### src/alarm_report_frame_parser_assert.svh
// Assertion macros for the alarm report frame parser.
`ifndef ALARM_REPORT_FRAME_PARSER_ASSERT_SVH
`define ALARM_REPORT_FRAME_PARSER_ASSERT_SVH
`ifndef SYNTHESIS
`define ARFP_ASSERT_IMPLIES(label, clk, rst, ante, cons) \
   label: assert property (@(posedge clk) disable iff (rst) (ante) |-> (cons)) \
      else $error("assertion failed");
`define ARFP_ASSERT_NEVER(label, clk, rst, expr) \
   label: assert property (@(posedge clk) disable iff (rst) !(expr)) \
      else $error("assertion failed");
`else
`define ARFP_ASSERT_IMPLIES(label, clk, rst, ante, cons)
`define ARFP_ASSERT_NEVER(label, clk, rst, expr)
`endif
`endif

### src/arfp_pkg.sv
// Shared constants and types for the alarm report frame parser.
`timescale 1ns / 1ps
`default_nettype none
package arfp_pkg;

   localparam int ARFP_MAX_FRAME   = 1024;
   localparam int ARFP_QUEUE_DEPTH = 4;

   // patterns as they sit in the byte window, newest byte lowest
   localparam logic [47:0] START_PAT = 48'h1B_40_1C_2E_0D_0A;
   localparam logic [39:0] END_PAT   = 40'h0A_0A_1B_69_01;
   localparam logic [31:0] FIRE_PAT  = 32'hBB_F0_BE_AF;
   localparam logic [31:0] FAULT_PAT = 32'hB9_CA_D5_CF;
   localparam logic [31:0] CLEAR_PAT = 32'hCF_FB_B3_FD;
   localparam logic [63:0] ADDR_PAT  = 64'h61_64_64_72_65_73_73_3A;
   localparam logic [7:0]  ASCII_ZERO = 8'h30;
   localparam logic [7:0]  ASCII_NINE = 8'h39;

   typedef enum logic [1:0] {
      KIND_NONE    = 2'd0,
      KIND_FIRE    = 2'd1,
      KIND_FAULT   = 2'd2,
      KIND_CLEARED = 2'd3
   } event_kind_type;

   // one classified byte handed from front to back
   typedef struct packed {
      logic [7:0] rx_byte;
      logic       start_hit;
      logic       end_hit;
      logic       addr_hit;
      logic       fire_hit;
      logic       fault_hit;
      logic       clear_hit;
   } token_type;

   typedef struct packed {
      logic full;
      logic empty;
   } queue_status_type;

endpackage
`default_nettype wire

### src/arfp_front.sv
// Front end: byte window and pattern classification of each received byte.
`timescale 1ns / 1ps
`default_nettype none
module arfp_front (
   input  wire                  clock,
   input  wire                  reset,
   input  wire                  req_valid,
   output logic                 req_ready,
   input  wire [7:0]            req_rx_byte,
   input  wire                  queue_full,
   output logic                 push,
   output arfp_pkg::token_type  push_token
);
   import arfp_pkg::*;

   logic [63:0] window_ff;
   logic [63:0] window_in;

   assign req_ready = !queue_full;
   assign push      = req_valid && req_ready;
   assign window_in = {window_ff[55:0], req_rx_byte};

   always_comb begin
      push_token.rx_byte   = req_rx_byte;
      push_token.start_hit = (window_in[47:0] == START_PAT);
      push_token.end_hit   = (window_in[39:0] == END_PAT);
      push_token.addr_hit  = (window_in == ADDR_PAT);
      push_token.fire_hit  = (window_in[31:0] == FIRE_PAT);
      push_token.fault_hit = (window_in[31:0] == FAULT_PAT);
      push_token.clear_hit = (window_in[31:0] == CLEAR_PAT);
   end

   always_ff @(posedge clock) begin
      if (reset) begin
         window_ff <= '0;
      end else if (push) begin
         window_ff <= window_in;
      end
   end

endmodule
`default_nettype wire

### src/arfp_queue.sv
// Short queue of classified bytes between front and back.
`timescale 1ns / 1ps
`default_nettype none
module arfp_queue (
   input  wire                         clock,
   input  wire                         reset,
   input  wire                         push,
   input  arfp_pkg::token_type         push_token,
   input  wire                         pop,
   output arfp_pkg::token_type         head_token,
   output arfp_pkg::queue_status_type  status
);
   import arfp_pkg::*;

   localparam int PTR_W = $clog2(ARFP_QUEUE_DEPTH);
   localparam int CNT_W = $clog2(ARFP_QUEUE_DEPTH + 1);

   token_type          slot_ff [ARFP_QUEUE_DEPTH];
   logic [PTR_W-1:0]   wr_ptr_ff;
   logic [PTR_W-1:0]   rd_ptr_ff;
   logic [CNT_W-1:0]   count_ff;
   logic               do_push;
   logic               do_pop;

   assign status.full  = (count_ff == CNT_W'(ARFP_QUEUE_DEPTH));
   assign status.empty = (count_ff == '0);
   assign do_push      = push && !status.full;
   assign do_pop       = pop && !status.empty;
   assign head_token   = slot_ff[rd_ptr_ff];

   always_ff @(posedge clock) begin
      if (do_push) begin
         slot_ff[wr_ptr_ff] <= push_token;
      end
   end

   always_ff @(posedge clock) begin
      if (reset) begin
         wr_ptr_ff <= '0;
         rd_ptr_ff <= '0;
         count_ff  <= '0;
      end else begin
         if (do_push) begin
            wr_ptr_ff <= wr_ptr_ff + PTR_W'(1);
         end
         if (do_pop) begin
            rd_ptr_ff <= rd_ptr_ff + PTR_W'(1);
         end
         if (do_push && !do_pop) begin
            count_ff <= count_ff + CNT_W'(1);
         end else if (do_pop && !do_push) begin
            count_ff <= count_ff - CNT_W'(1);
         end
      end
   end

endmodule
`default_nettype wire

### src/arfp_back.sv
// Back end: frame tracking, keyword flags, address digits and result register.
`timescale 1ns / 1ps
`default_nettype none
module arfp_back #(
   parameter int MAX_FRAME = arfp_pkg::ARFP_MAX_FRAME
) (
   input  wire                  clock,
   input  wire                  reset,
   input  wire                  queue_empty,
   input  arfp_pkg::token_type  head_token,
   output logic                 pop,
   output logic                 rsp_valid,
   input  wire                  rsp_ready,
   output logic [1:0]           rsp_event_kind,
   output logic [9:0]           rsp_part_id,
   output logic                 rsp_id_valid
);
   import arfp_pkg::*;

   localparam int CNT_W = $clog2(MAX_FRAME);
   localparam logic [CNT_W-1:0] CNT_WRAP = CNT_W'(MAX_FRAME - 2);

   typedef enum logic {
      HUNT,
      FRAME
   } state_type;

   state_type        state_ff, state_in;
   logic [CNT_W-1:0] count_ff, count_in;
   logic             fire_ff, fire_in;
   logic             fault_ff, fault_in;
   logic             cleared_ff, cleared_in;
   logic [2:0]       phase_ff, phase_in;
   logic [9:0]       accum_ff, accum_in;
   logic             digits_ok_ff, digits_ok_in;
   logic             out_valid_ff, out_valid_in;
   event_kind_type   out_kind_ff, out_kind_in;
   logic [9:0]       out_id_ff, out_id_in;
   logic             out_id_valid_ff, out_id_valid_in;

   logic [CNT_W-1:0] base_count;
   logic             id_good;
   event_kind_type   kind;

   assign pop            = !queue_empty && (!out_valid_ff || rsp_ready);
   assign rsp_valid      = out_valid_ff;
   assign rsp_event_kind = out_kind_ff;
   assign rsp_part_id    = out_id_ff;
   assign rsp_id_valid   = out_id_valid_ff;

   always_comb begin
      state_in        = state_ff;
      count_in        = count_ff;
      fire_in         = fire_ff;
      fault_in        = fault_ff;
      cleared_in      = cleared_ff;
      phase_in        = phase_ff;
      accum_in        = accum_ff;
      digits_ok_in    = digits_ok_ff;
      out_valid_in    = out_valid_ff && !rsp_ready;
      out_kind_in     = out_kind_ff;
      out_id_in       = out_id_ff;
      out_id_valid_in = out_id_valid_ff;
      base_count      = count_ff;
      kind            = KIND_NONE;
      id_good         = 1'b0;

      if (pop) begin
         case (state_ff)
            HUNT: begin
               if (head_token.start_hit) begin
                  state_in     = FRAME;
                  count_in     = CNT_W'(6);
                  fire_in      = 1'b0;
                  fault_in     = 1'b0;
                  cleared_in   = 1'b0;
                  phase_in     = '0;
                  accum_in     = '0;
                  digits_ok_in = 1'b0;
               end
            end
            FRAME: begin
               // drop everything gathered once the frame runs too long
               if (count_ff >= CNT_WRAP) begin
                  base_count   = '0;
                  fire_in      = 1'b0;
                  fault_in     = 1'b0;
                  cleared_in   = 1'b0;
                  phase_in     = '0;
                  accum_in     = '0;
                  digits_ok_in = 1'b0;
               end
               count_in = base_count + CNT_W'(1);

               if (phase_in inside {[3'd2:3'd4]}) begin
                  if (head_token.rx_byte inside {[ASCII_ZERO:ASCII_NINE]}) begin
                     accum_in = (accum_in << 3) + (accum_in << 1)
                              + {6'd0, head_token.rx_byte[3:0]};
                  end else begin
                     digits_ok_in = 1'b0;
                  end
               end
               if (phase_in inside {[3'd1:3'd4]}) begin
                  phase_in = phase_in + 3'd1;
               end else if (phase_in == 3'd0 && count_in >= CNT_W'(8)
                            && head_token.addr_hit) begin
                  phase_in     = 3'd1;
                  accum_in     = '0;
                  digits_ok_in = 1'b1;
               end

               if (count_in >= CNT_W'(4)) begin
                  fire_in    = fire_in || head_token.fire_hit;
                  fault_in   = fault_in || head_token.fault_hit;
                  cleared_in = cleared_in || head_token.clear_hit;
               end

               if (count_in >= CNT_W'(6) && head_token.end_hit) begin
                  if (fire_in) begin
                     kind = KIND_FIRE;
                  end else if (fault_in && cleared_in) begin
                     kind = KIND_CLEARED;
                  end else if (fault_in) begin
                     kind = KIND_FAULT;
                  end else begin
                     kind = KIND_NONE;
                  end
                  id_good = (kind != KIND_NONE) && (phase_in == 3'd5) && digits_ok_in;

                  out_valid_in    = 1'b1;
                  out_kind_in     = kind;
                  out_id_in       = id_good ? accum_in : 10'd0;
                  out_id_valid_in = id_good;

                  state_in     = HUNT;
                  count_in     = '0;
                  fire_in      = 1'b0;
                  fault_in     = 1'b0;
                  cleared_in   = 1'b0;
                  phase_in     = '0;
                  accum_in     = '0;
                  digits_ok_in = 1'b0;
               end
            end
            default: begin
               state_in = HUNT;
            end
         endcase
      end
   end

   always_ff @(posedge clock) begin
      if (reset) begin
         state_ff        <= HUNT;
         count_ff        <= '0;
         fire_ff         <= 1'b0;
         fault_ff        <= 1'b0;
         cleared_ff      <= 1'b0;
         phase_ff        <= '0;
         accum_ff        <= '0;
         digits_ok_ff    <= 1'b0;
         out_valid_ff    <= 1'b0;
         out_kind_ff     <= KIND_NONE;
         out_id_ff       <= '0;
         out_id_valid_ff <= 1'b0;
      end else begin
         state_ff        <= state_in;
         count_ff        <= count_in;
         fire_ff         <= fire_in;
         fault_ff        <= fault_in;
         cleared_ff      <= cleared_in;
         phase_ff        <= phase_in;
         accum_ff        <= accum_in;
         digits_ok_ff    <= digits_ok_in;
         out_valid_ff    <= out_valid_in;
         out_kind_ff     <= out_kind_in;
         out_id_ff       <= out_id_in;
         out_id_valid_ff <= out_id_valid_in;
      end
   end

endmodule
`default_nettype wire

### src/alarm_report_frame_parser.sv
// Alarm report frame parser: takes one byte per clock while the queue is not
// full and gives one result per closed frame. The front end shifts each accepted
// byte into an eight-byte window and matches the start, end, keyword and address
// patterns in the same cycle; a four-entry queue carries the classified bytes to
// the back end, which updates the frame state for each byte and loads the result
// register. The back end takes one byte per clock while the result register is
// free or being taken. A frame's final end byte passes through the queue and
// then the result register before its result is offered. While a result
// waits the back end holds, and the queue keeps taking bytes until it is full.
`timescale 1ns / 1ps
`default_nettype none
module alarm_report_frame_parser #(
   parameter int MAX_FRAME = arfp_pkg::ARFP_MAX_FRAME
) (
   input  wire         clock,
   input  wire         reset,
   input  wire         req_valid,
   output logic        req_ready,
   input  wire [7:0]   req_rx_byte,
   output logic        rsp_valid,
   input  wire         rsp_ready,
   output logic [1:0]  rsp_event_kind,
   output logic [9:0]  rsp_part_id,
   output logic        rsp_id_valid
);
   import arfp_pkg::*;

   logic             push;
   logic             pop;
   token_type        push_token;
   token_type        head_token;
   queue_status_type queue_status;
   logic             rsp_good_id;
   logic             rsp_no_id;

   arfp_front u_front (
      .clock      (clock),
      .reset      (reset),
      .req_valid  (req_valid),
      .req_ready  (req_ready),
      .req_rx_byte(req_rx_byte),
      .queue_full (queue_status.full),
      .push       (push),
      .push_token (push_token)
   );

   arfp_queue u_queue (
      .clock      (clock),
      .reset      (reset),
      .push       (push),
      .push_token (push_token),
      .pop        (pop),
      .head_token (head_token),
      .status     (queue_status)
   );

   arfp_back #(
      .MAX_FRAME(MAX_FRAME)
   ) u_back (
      .clock         (clock),
      .reset         (reset),
      .queue_empty   (queue_status.empty),
      .head_token    (head_token),
      .pop           (pop),
      .rsp_valid     (rsp_valid),
      .rsp_ready     (rsp_ready),
      .rsp_event_kind(rsp_event_kind),
      .rsp_part_id   (rsp_part_id),
      .rsp_id_valid  (rsp_id_valid)
   );

   assign rsp_good_id = rsp_valid && rsp_id_valid;
   assign rsp_no_id   = rsp_valid && !rsp_id_valid;

`include "alarm_report_frame_parser_assert.svh"

   `ARFP_ASSERT_NEVER(a_queue_full_and_empty, clock, reset, queue_status.full && queue_status.empty)
   `ARFP_ASSERT_IMPLIES(a_id_needs_event, clock, reset, rsp_good_id, rsp_event_kind != KIND_NONE)
   `ARFP_ASSERT_IMPLIES(a_bad_id_is_zero, clock, reset, rsp_no_id, rsp_part_id == 10'd0)
   `ARFP_ASSERT_IMPLIES(a_good_id_in_range, clock, reset, rsp_good_id, rsp_part_id <= 10'd999)

endmodule
`default_nettype wire

### config.mk
export PLATFORM = sky130hd
export DESIGN_NAME = alarm_report_frame_parser
export DESIGN_NICKNAME = d
export VERILOG_FILES = /design/src/arfp_pkg.sv /design/src/arfp_front.sv /design/src/arfp_queue.sv /design/src/arfp_back.sv /design/src/alarm_report_frame_parser.sv
export VERILOG_INCLUDE_DIRS = /design/src /design/src/src
export SDC_FILE = /design/constraint.sdc
export NUM_CORES = 1
export LEC_CHECK = 0
export ABC_AREA = 1
export BUFFER_PORTS_ARGS = -buffer_cell sky130_fd_sc_hd__buf_4
export CAP_MARGIN = 20
export CORE_ASPECT_RATIO = 0.6
export CORE_UTILIZATION = 45
export CTS_BUF_LIST = sky130_fd_sc_hd__clkbuf_8 sky130_fd_sc_hd__clkbuf_16
export DETAILED_ROUTE_END_ITERATION = 12
export PLACE_DENSITY = 0.63
export RECOVER_POWER = 50
export SLEW_MARGIN = 20
export SYNTH_ARGS = -nofsm -noshare
export SYNTH_HDL_FRONTEND = slang
export SYNTH_SLANG_ARGS = --single-unit
### constraint.sdc
create_clock -name clock -period 3.7 [get_ports clock]
set_clock_uncertainty 0.15 [all_clocks]
set_input_delay 0.37 -clock clock [delete_from_list [all_inputs] [get_ports clock]]
set_output_delay 0.37 -clock clock [all_outputs]
set_load 0.03 [all_outputs]
==> results.txt, run 1 <==
Root Driver: clkbuf_16
number of diodes: 0
final period utilization: 0.889
CP Cell Sequence: nand2_1 > nor2_4 > nand3_4 > nand2_2 > xor2_1 > inv_1 > ha_1 > fa_2 > nand3_1 > nand2_1 > nand2_1 > nand2_1 > a21oi_2 > xor2_1 > nand3_1 > nand3_1 > o21ai_0 > nand2_1 > inv_1 > a22oi_1 > nor2_1
H-tree levels: 4
Area Growth Syn to Fin: 12.9%
Routability Congestion: 0.959
Crit Path Class: reg2reg
status: finished, violations left
FFs w/ async S/R, synth: 0
Die Area: 18000 um^2
overall power: 0.00568 W
dominant cell type by area after synthesis: dfxtp_1
class of the worst hold path: in2reg
worst path required time: 3.84 ns
worst-skew pair later-pin latency: 0.42 ns
Post-synth EDFFs: 56
Iteration-0 DRC Markers: 671
RSZ-0062 raised after global routing: false
Net count, final: 1035
drt wl/cell: 15.8 um
min Tclk post-route: 3.29 ns
HPWL after DPL: 13800 um
DRC Markers: 0
Num CTS Buffers: 17
Synth Cell Area: 7840 um^2
Least-Margin Pin Slew: 1.90 ns
Fin Setup TNS: 0 ns
vias in the first global route: 5905
critical path arrival: 3.43 ns
Post-Syn Area per Cell: 8.07 um^2
Slew HR: -0.263
sequential share of the synthesized area: 0.488
first-pass GRT wire length: 32000 um
Worst-path clk slew: 0.06 ns
Core Rows: 36
final hold violations: 0
Starting Density: 0.471
share of cells above drive strength 1: 0.0911
largest net degree at the start of global routing: 76
Most common cell on crit path: nand2_1
Die W: 172 um
synthesized net count: 1009
count of cell types in the netlist: 47
Synth top area share: 0.273
CTS tree: done
CP endpoint kind: flop
Finish-stage setup viols: 0
initial antenna violation count: 1
pins over their slew limit: 46
Slowest cell on crit path: fa_2
io pins: 27
max cap viols: 1
DR pass1 iterations: 6
non-filler instance count after layout: 1238
Overflow after GRT: 0
Pwr Density: 642 nW/um^2
hold_buf cts: 0
CTS max path bufs: 2
Synth Warn #: 0
All-Layer GR Usage: 0.231
vias: 6625
worst-case reg-to-reg path depth: 21
main flop type after synthesis: dfxtp_1
fmax: 0.304 GHz
Max FO, Critical Path: 6
hold slack: 0.141 ns
max incr delay on CP: 0.43 ns
core area: 16600 um^2
PortBufs: 26
VDD IR max: 0.401 mV
leading post-synthesis cells by cell area: dfxtp_1 27%, edfxtp_1 21%, nand2_1 8.1%, o21ai_0 5.7%, nor2_1 5.4%
most common cell in the netlist: nand2_1
failing checks: capacitance limit, slew limit
#FFs+latches synth: 163
CTS Sinks: 163
Commonest cells post-synth: 170 x nand2_1, 112 x nor2_1, 107 x dfxtp_1, 95 x inv_1, 89 x o21ai_0
# placed instances: 1205
P_leak: 3.60 nW
antenna-violating nets left: 0
DR vias/cell: 5.35
Gate Count Post-Synth: 971
CP Launch Type: flop
drt total wl: 19600 um
Min-Delay Path Depth: 3
Die Height: 104 um
## cells by family (layout without fill, tap and decap cells)
group / count (synthesis) / count (layout) / synth area share
adder cells (fa/ha/maj): 26 / 26 / 0.0434
XOR/XNOR: 10 / 10 / 0.0112
AO/OA/AOI/OAI: 205 / 205 / 0.141
buffers and inverters: 146 / 185 / 0.0754
flip-flops: 163 / 163 / 0.488
AND/OR/NAND/NOR: 421 / 421 / 0.241
## worst paths after layout
kind	start	slack [ns]	to
setup / recovery	u_back.count_ff[9]	0.41	u_back.accum_ff[8]
hold / removal	rsp_ready	0.14	u_back.rsp_valid
setup reg to reg	u_back.count_ff[9]	0.41	u_back.accum_ff[8]
hold reg to reg	u_front.window_ff[53]	0.30	u_front.window_ff[53]
## timing repair
item,4_1_cts,5_1_grt
endpoints found under the hold margin,0,0
setup endpoints to repair,0,5
buffers inserted,0,1
gates resized for setup,0,10
## metal layers
metal / global-route usage / up-vias / wire length [um]
met5: 0 / - / 0
met4: 0.0468 / 0 / 128
met3: 0.0632 / 10 / 1520
met2: 0.272 / 217 / 7060
met1: 0.393 / 3060 / 10900
li1: - / 3338 / -
## worst max-delay path, delay by kind of cell, from the launching register on
| kind | cells | cell delay, ns |
|---|---|---|
| DFF | 1 | 0.37 |
| xor gates and xnor gates | 2 | 0.30 |
| buffers and inverters | 2 | 0.11 |
| adders and majority gates | 2 | 0.75 |
| and+or+nand+nor | 12 | 1.13 |
| AOI/OAI and AO/OA | 3 | 0.34 |
## final cells by class
| cell class | count | area (um^2) |
|---|---|---|
| fillers | 1566 | 7770 |
| flip-flops and latches | 163 | 3830 |
| multi-input cells | 662 | 3450 |
| clock buffers | 20 | 489 |
| inverters | 102 | 383 |
| well taps | 228 | 285 |
| repair buffers | 51 | 283 |
| clock inverters | 12 | 135 |
## per-stage QoR
stage | setup slack, ns | cell area, um^2 | util
final | 0.412 | 8850 | 0.532
after global routing | 0.0271 | 8850 | 0.532
after CTS | 0.163 | 8920 | 0.536
after detailed placement | 0.207 | 8290 | 0.499
after global placement | 0.325 | 8290 | 0.499
after floorplan | 0.277 | 7840 | -
## report_power, final
group	switching [W]	internal, W	leakage (nW)
combinational	0.00107	0.000461	1.89
clock	0.000753	0.00110	0.307
sequential	0.000190	0.00210	1.41
## registers in the layout (all words and copies together), names as in the netlist, 2 cells and up, named ones only
signal	flops
u_front.window_ff	56
u_queue.slot_ff	56
u_back.accum_ff	10
u_back.count_ff	10
u_back.rsp_part_id	10
u_back.phase_ff	3
u_queue.count_ff	3
u_back.rsp_event_kind	2
u_queue.rd_ptr_ff	2
u_queue.wr_ptr_ff	2
## cells in the final DEF, fill, tap and decap left out, drive strengths merged, types with 2 or more instances in the layout
cell | netlist | layout
fa | 2 | 2
a21oi | 86 | 86
nor2 | 120 | 120
bufinv | 0 | 2
buf | 15 | 24
a31oi | 3 | 3
nand2 | 177 | 177
edfxtp | 56 | 56
inv | 100 | 107
clkinv | 2 | 4
o21ai | 92 | 92
nand3 | 61 | 61
a22oi | 11 | 11
o22ai | 5 | 5
ha | 24 | 24
nor4 | 18 | 18
xnor2 | 4 | 4
or4 | 2 | 2
dfxtp | 107 | 107
nor3 | 10 | 10
xor2 | 6 | 6
nor4b | 3 | 3
clkbuf | 29 | 47
o211ai | 2 | 2
nand4 | 26 | 26
Power figures use the tool's default switching activity.
==> run 2, diff against run 1 <==
--- a/config.mk
+++ b/config.mk
@@ -7,7 +7,7 @@
 export NUM_CORES = 1
 export LEC_CHECK = 0
 export ABC_AREA = 1
-export BUFFER_PORTS_ARGS = -buffer_cell sky130_fd_sc_hd__buf_4
+export BUFFER_PORTS_ARGS = -buffer_cell sky130_fd_sc_hd__buf_2
 export CAP_MARGIN = 20
 export CORE_ASPECT_RATIO = 0.6
 export CORE_UTILIZATION = 45
==> run 2 against run 1 <==
Net effect:
- the flow still finishes with violations (capacitance limit, slew limit)
- non-clock buffer count grew 1
- cell count is essentially flat
- clock-buffer cell count grew 3
- critical path type unchanged
==> results.txt, run 2 (synthesized netlist as in run 1, its figures left out) <==
dpl ws: 0.362 ns
Root Driver: clkbuf_16
commonest non-fill, non-tap cell in the layout: nand2_1
hold_buf cts: 0
Iteration-0 DRC Markers: 691
largest net degree at the start of global routing: 76
CTS Sinks: 163
Crit Path Class: reg2reg
Area Growth Syn to Fin: 12.4%
VDD IR max: 0.370 mV
worst path required time: 3.84 ns
vias: 6684
min Tclk post-route: 3.33 ns
class of the worst hold path: in2reg
final period utilization: 0.900
drt total wl: 19600 um
non-filler instance count after layout: 1239
Net count, final: 1036
Pwr Density: 631 nW/um^2
Slew HR: -0.282
All-Layer GR Usage: 0.231
Top Registers: u_front.window_ff (56), u_queue.slot_ff (56)
worst-skew pair later-pin latency: 0.42 ns
CP endpoint kind: flop
initial antenna violation count: 0
DR vias/cell: 5.39
placed inst area: 8240 um^2
share of cells above drive strength 1: 0.0890
critical path arrival: 3.47 ns
CTS max path bufs: 2
worst setup margin: 0.370 ns
worst r2r src: u_back.count_ff[9]
fmax: 0.300 GHz
failing checks: capacitance limit, slew limit
Starting Density: 0.471
H-tree levels: 4
Max FO, Critical Path: 8
DR pass1 iterations: 5
first-pass GRT wire length: 32000 um
Overflow after GRT: 0
DRC Markers: 0
post-CTS sizing: 0
Sequential Power Share: 0.410
io pins: 27
# placed instances: 1207
pins over their slew limit: 46
Core Rows: 36
antenna-violating nets left: 0
P_leak: 3.62 nW
P_sw: 0.00197 W
Least-Margin Pin Slew: 1.92 ns
Routability Congestion: 0.984
Min-Delay Path Depth: 3
Min-Delay Endpoint: u_back.rsp_valid
Worst R2R Setup Slack: 0.37 ns
CP Launch Type: flop
sw frac: 0.354
Num CTS Buffers: 17
vias in the first global route: 6011
number of diodes: 0
Worst-path clk slew: 0.06 ns
worst-case reg-to-reg path depth: 21
Post-Layout Inst Area: 8810 um^2
Hold Crit Start: rsp_ready
CTS tree: done
Finish-stage setup viols: 0
P_int: 0.00359 W
Die W: 172 um
Die Area: 18000 um^2
final hold violations: 0
status: finished, violations left
clock share of power: 0.312
Die Height: 104 um
post-CTS setup repair buffer count: 0
drt wl/cell: 15.8 um
FF-to-FF End: u_back.accum_ff[8]
HPWL after DPL: 13800 um
most frequent cells in the layout: 169 x nand2_1, 111 x nor2_1, 106 x dfxtp_1
Logic pwr share: 0.278
max cap viols: 1
PortBufs: 26
core area: 16600 um^2
run 2: worst max path at each step:
stage | startpoint | cells past startpoint | endpoint | slack, ns
after floorplan | u_back.count_ff[5] | 24 | u_back.accum_ff[8] | 0.28
after global placement | u_back.count_ff[9] | 21 | u_back.accum_ff[8] | 0.43
after detailed placement | u_back.count_ff[9] | 21 | u_back.accum_ff[8] | 0.36
after CTS | u_back.count_ff[9] | 21 | u_back.accum_ff[8] | 0.31
after global routing | u_back.count_ff[9] | 21 | u_back.accum_ff[8] | -0.02
final | u_back.count_ff[9] | 21 | u_back.accum_ff[8] | 0.37
run 2: area by class of cell:
| class | instances | area, um^2 |
|---|---|---|
| Clock buffer | 23 | 542 |
| Clock inverter | 9 | 46.3 |
| Fill cell | 1530 | 7810 |
| Inverter | 102 | 383 |
| Multi-Input combinational cell | 662 | 3440 |
| Sequential cell | 163 | 3820 |
| Tap cell | 228 | 285 |
| Timing Repair Buffer | 52 | 290 |
run 2: critical path: stages, from the launching register on:
cell	delay (ns)
dfxtp_1	0.37
nand2_1	0.10
nor2_2	0.14
nand3_2	0.15
buf_4	0.21
nand2_1	0.09
inv_1	0.09
ha_1	0.29
ha_1	0.39
a21oi_2	0.18
nand2_1	0.06
nand2_1	0.07
nand2_1	0.05
a21oi_1	0.15
xor2_1	0.16
nand3_1	0.08
nand3_1	0.08
o21ai_0	0.08
nand2_1	0.07
inv_1	0.05
a22oi_1	0.14
nor2_1	0.06
run 2: metal layers:
layer	global-route usage	share of wire
met3	0.0563	0.085
met4	0.0537	0.0091
met2	0.289	0.37
met5	0	0
met1	0.382	0.54
run 2: power by group through the flow:
stage	Clock [W]	Combinational (W)	Sequential, W
after floorplan	0	0.00111	0.00226
after global placement	0	0.00150	0.00231
after detailed placement	0	0.00151	0.00231
after CTS	0.00176	0.00152	0.00228
after global routing	0.00185	0.00176	0.00231
final	0.00174	0.00154	0.00228
run 2: metrics by stage:
stage	hold slack (ns)	utilization	total power, W	setup TNS (ns)
after floorplan	0.281	-	0.00337	0
after global placement	0.296	0.496	0.00381	0
after detailed placement	0.298	0.496	0.00382	0
after CTS	0.0950	0.531	0.00556	0
after global routing	0.162	0.530	0.00592	-0.0171
final	0.138	0.530	0.00556	0
==> run 3, diff against run 2 <==
--- a/config.mk
+++ b/config.mk
@@ -10,6 +10,7 @@
 export BUFFER_PORTS_ARGS = -buffer_cell sky130_fd_sc_hd__buf_2
 export CAP_MARGIN = 20
 export CORE_ASPECT_RATIO = 0.6
+export CORE_MARGIN = 4
 export CORE_UTILIZATION = 45
 export CTS_BUF_LIST = sky130_fd_sc_hd__clkbuf_8 sky130_fd_sc_hd__clkbuf_16
 export DETAILED_ROUTE_END_ITERATION = 12
@@ -18,4 +19,5 @@
 export SLEW_MARGIN = 20
 export SYNTH_ARGS = -nofsm -noshare
 export SYNTH_HDL_FRONTEND = slang
+export SYNTH_HIERARCHICAL = 1
 export SYNTH_SLANG_ARGS = --single-unit
==> run 3 against run 2 <==
Net effect:
- sequential share of layout area decreased by 1.8 points
- total power increased by 10%
- worst setup slack got worse by 0.0076 ns
- non-clock buffer count decreased by 8
- highest routed layer unchanged
- flip-flop and latch count unchanged
- largest cell class unchanged
- cell count increased by 5.2%
- combinational power increased by 32%
- wire length increased by 2.7%
- the run still ends with capacitance limit, slew limit left
==> results.txt, run 3 <==
status: finished, violations left
failing checks: capacitance limit, slew limit
final hold violations: 0
Commonest cells post-synth: 208 x nand2_1, 166 x nor2_1, 109 x inv_1, 107 x dfxtp_1, 59 x a21oi_1
CP Cell Sequence: nand2_2 > nor2_1 > nand3_4 > nand2_1 > inv_1 > fa_1 > inv_1 > fa_1 > o21ai_2 > nand2_1 > nand2_1 > a21oi_1 > xor2_1 > nand2_1 > nand3_1 > inv_1 > nand2_1 > a21oi_1
Routability Congestion: 0.938
Die Area: 21000 um^2
Overflow after GRT: 0
max cap viols: 1
#FFs+latches synth: 163
Synth top area share: 0.255
vias in the first global route: 6298
DR pass1 iterations: 6
worst r2r src: u_back/count_ff[5]
Post-Syn Area per Cell: 8.09 um^2
CP Launch Type: flop
All-Layer GR Usage: 0.198
synthesized net count: 1078
final period utilization: 0.902
Min-Delay Endpoint: u_back/rsp_valid
Slew HR: -0.150
RSZ-0062 raised after global routing: false
class of the worst hold path: in2reg
Pwr Density: 669 nW/um^2
CTS Sinks: 163
DRC Markers: 0
dominant cell type by area after synthesis: dfxtp_1
hold slack: 0.0873 ns
max incr delay on CP: 0.53 ns
Area Growth Syn to Fin: 9.43%
Hold Crit Start: rsp_ready
Least-Margin Pin Slew: 1.72 ns
Top Registers: u_front/window_ff (56), u_queue/slot_ff (56)
commonest non-fill, non-tap cell in the layout: nand2_1
Post-synth EDFFs: 56
FF-to-FF End: u_back/accum_ff[8]
Core Rows: 38
Max FO, Critical Path: 10
CTS max path bufs: 2
cell family with most CP delay: adder cells
Gate Count Post-Synth: 1038
core area: 18200 um^2
PortBufs: 26
most frequent cells in the layout: 211 x nand2_1, 167 x nor2_1, 112 x inv_1
Finish-stage setup viols: 0
hold_buf cts: 0
fin util: 0.505
CP endpoint kind: flop
overall power: 0.00614 W
Crit Path Class: reg2reg
VDD IR max: 0.395 mV
Num CTS Buffers: 17
CP bufs+invs: 3
drt wl/cell: 15.4 um
Starting Density: 0.461
worst-case reg-to-reg path depth: 18
antenna-violating nets left: 0
DR vias/cell: 5.23
Worst R2R Setup Slack: 0.36 ns
critical path arrival: 3.52 ns
drt total wl: 20100 um
sequential share of the synthesized area: 0.455
FFs w/ async S/R, synth: 0
leading post-synthesis cells by cell area: dfxtp_1 26%, edfxtp_1 20%, nand2_1 9.3%, nor2_1 7.4%, inv_1 4.9%
HPWL after DPL: 14000 um
pins over their slew limit: 91
CTS tree: done
Root Driver: clkbuf_16
Min-Delay Path Depth: 4
P_leak: 3.66 nW
fmax: 0.300 GHz
Net count, final: 1091
H-tree levels: 4
Most common cell on crit path: nand2_1
number of diodes: 0
Die Height: 114 um
main flop type after synthesis: dfxtp_1
Iteration-0 DRC Markers: 607
min Tclk post-route: 3.34 ns
first-pass GRT wire length: 33200 um
worst path required time: 3.88 ns
Worst-path clk slew: 0.07 ns
count of cell types in the netlist: 42
worst-skew pair later-pin latency: 0.42 ns
largest net degree at the start of global routing: 91
initial antenna violation count: 0
Slowest cell on crit path: fa_1
Fin Setup TNS: 0 ns
most common cell in the netlist: nand2_1
Die W: 184 um
share of cells above drive strength 1: 0.102
Synth Warn #: 6
Synth Cell Area: 8400 um^2
io pins: 27
vias: 6824
==> run 3: cell count changes after synthesis, sizes merged, moves of 9 or more <==
cell,change
nand2,+44
a22oi,-10
clkbuf,-20
o21ai,-33
nand4,-12
nor2,+54
inv,+19
buf,+26
a211oi,+48
o22ai,+9
a21oi,-27
nor4,-18
==> run 3: power by group <==
| group | internal, W | switching (W) | leakage (nW) | total, W |
|---|---|---|---|---|
| clock | 0.00104 | 0.000752 | 0.299 | 0.00179 |
| combinational | 0.000674 | 0.00137 | 1.94 | 0.00204 |
| sequential | 0.00212 | 0.000187 | 1.43 | 0.00231 |
| total | 0.00383 | 0.00231 | 3.66 | 0.00614 |
==> run 3: worst reg2reg max path: stages (launching register included) <==
cell and delay, ns:
dfxtp_1 0.41, nand2_2 0.11, nor2_1 0.21, nand3_4 0.20
nand2_1 0.11, inv_1 0.08, fa_1 0.53, inv_1 0.06
fa_1 0.46, o21ai_2 0.18, nand2_1 0.07, nand2_1 0.06
a21oi_1 0.07, xor2_1 0.14, nand2_1 0.06, nand3_1 0.08
inv_1 0.08, nand2_1 0.05, a21oi_1 0.15
==> run 3: timing repair <==
action,CTS,global route
resized for setup,0,8
setup buffers,0,0
endpoints found under the hold margin,0,0
endpoints found under the setup margin,0,26
==> run 3: how the worst max path moves through the flow <==
stage                            start                     to  slack, ns  cells after the start
floorplan           u_back/count_ff[4]  u_back/rsp_part_id[8]       0.35                     21
global route        u_back/count_ff[5]  u_back/rsp_part_id[8]      0.005                     18
CTS                 u_back/count_ff[5]     u_back/accum_ff[8]       0.22                     18
global placement    u_back/count_ff[5]  u_back/rsp_part_id[8]       0.31                     18
finish              u_back/count_ff[5]     u_back/accum_ff[8]       0.36                     18
detailed placement  u_back/count_ff[5]  u_back/rsp_part_id[8]       0.25                     18
==> run 3: final cells by class <==
class	count	area, um^2
inverter	119	447
tap	240	300
clock buffer	20	489
clock inverter	12	115
timing repair buffer	44	240
sequential	163	3820
fill	1723	9020
multi-input combinational	706	3770
==> run 3: cell families (layout without fill, tap and decap cells) <==
kind of cell               count (synthesis)  after routing  synth area share
AOI/OAI and AO/OA                        195            195             0.153
xor gates and xnor gates                  12             12            0.0125
adders and majority gates                 28             28            0.0444
buffers and inverters                    169            195            0.0949
DFF                                      163            163             0.455
and+or+nand+nor                          471            471             0.239
==> run 3: metrics by stage <==
stage / std cells / setup slack (ns) / instance area [um^2]
after global routing: 1304 / 0.00498 / 9190
after CTS: 1304 / 0.216 / 9220
final: 1304 / 0.362 / 9190
after floorplan: 1038 / 0.346 / 8400
after global placement: 1272 / 0.313 / 8610
after detailed placement: 1272 / 0.246 / 8610
==> run 3: routing by layer <==
layer | vias to the layer above | track usage | routed length (um) | part of all wire
met1 | 3128 | 0.324 | 10800 | 0.54
met3 | 20 | 0.0574 | 1580 | 0.078
li1 | 3457 | - | - | -
met4 | 0 | 0.0463 | 173 | 0.0086
met5 | - | 0 | 0 | 0
met2 | 219 | 0.250 | 7530 | 0.37
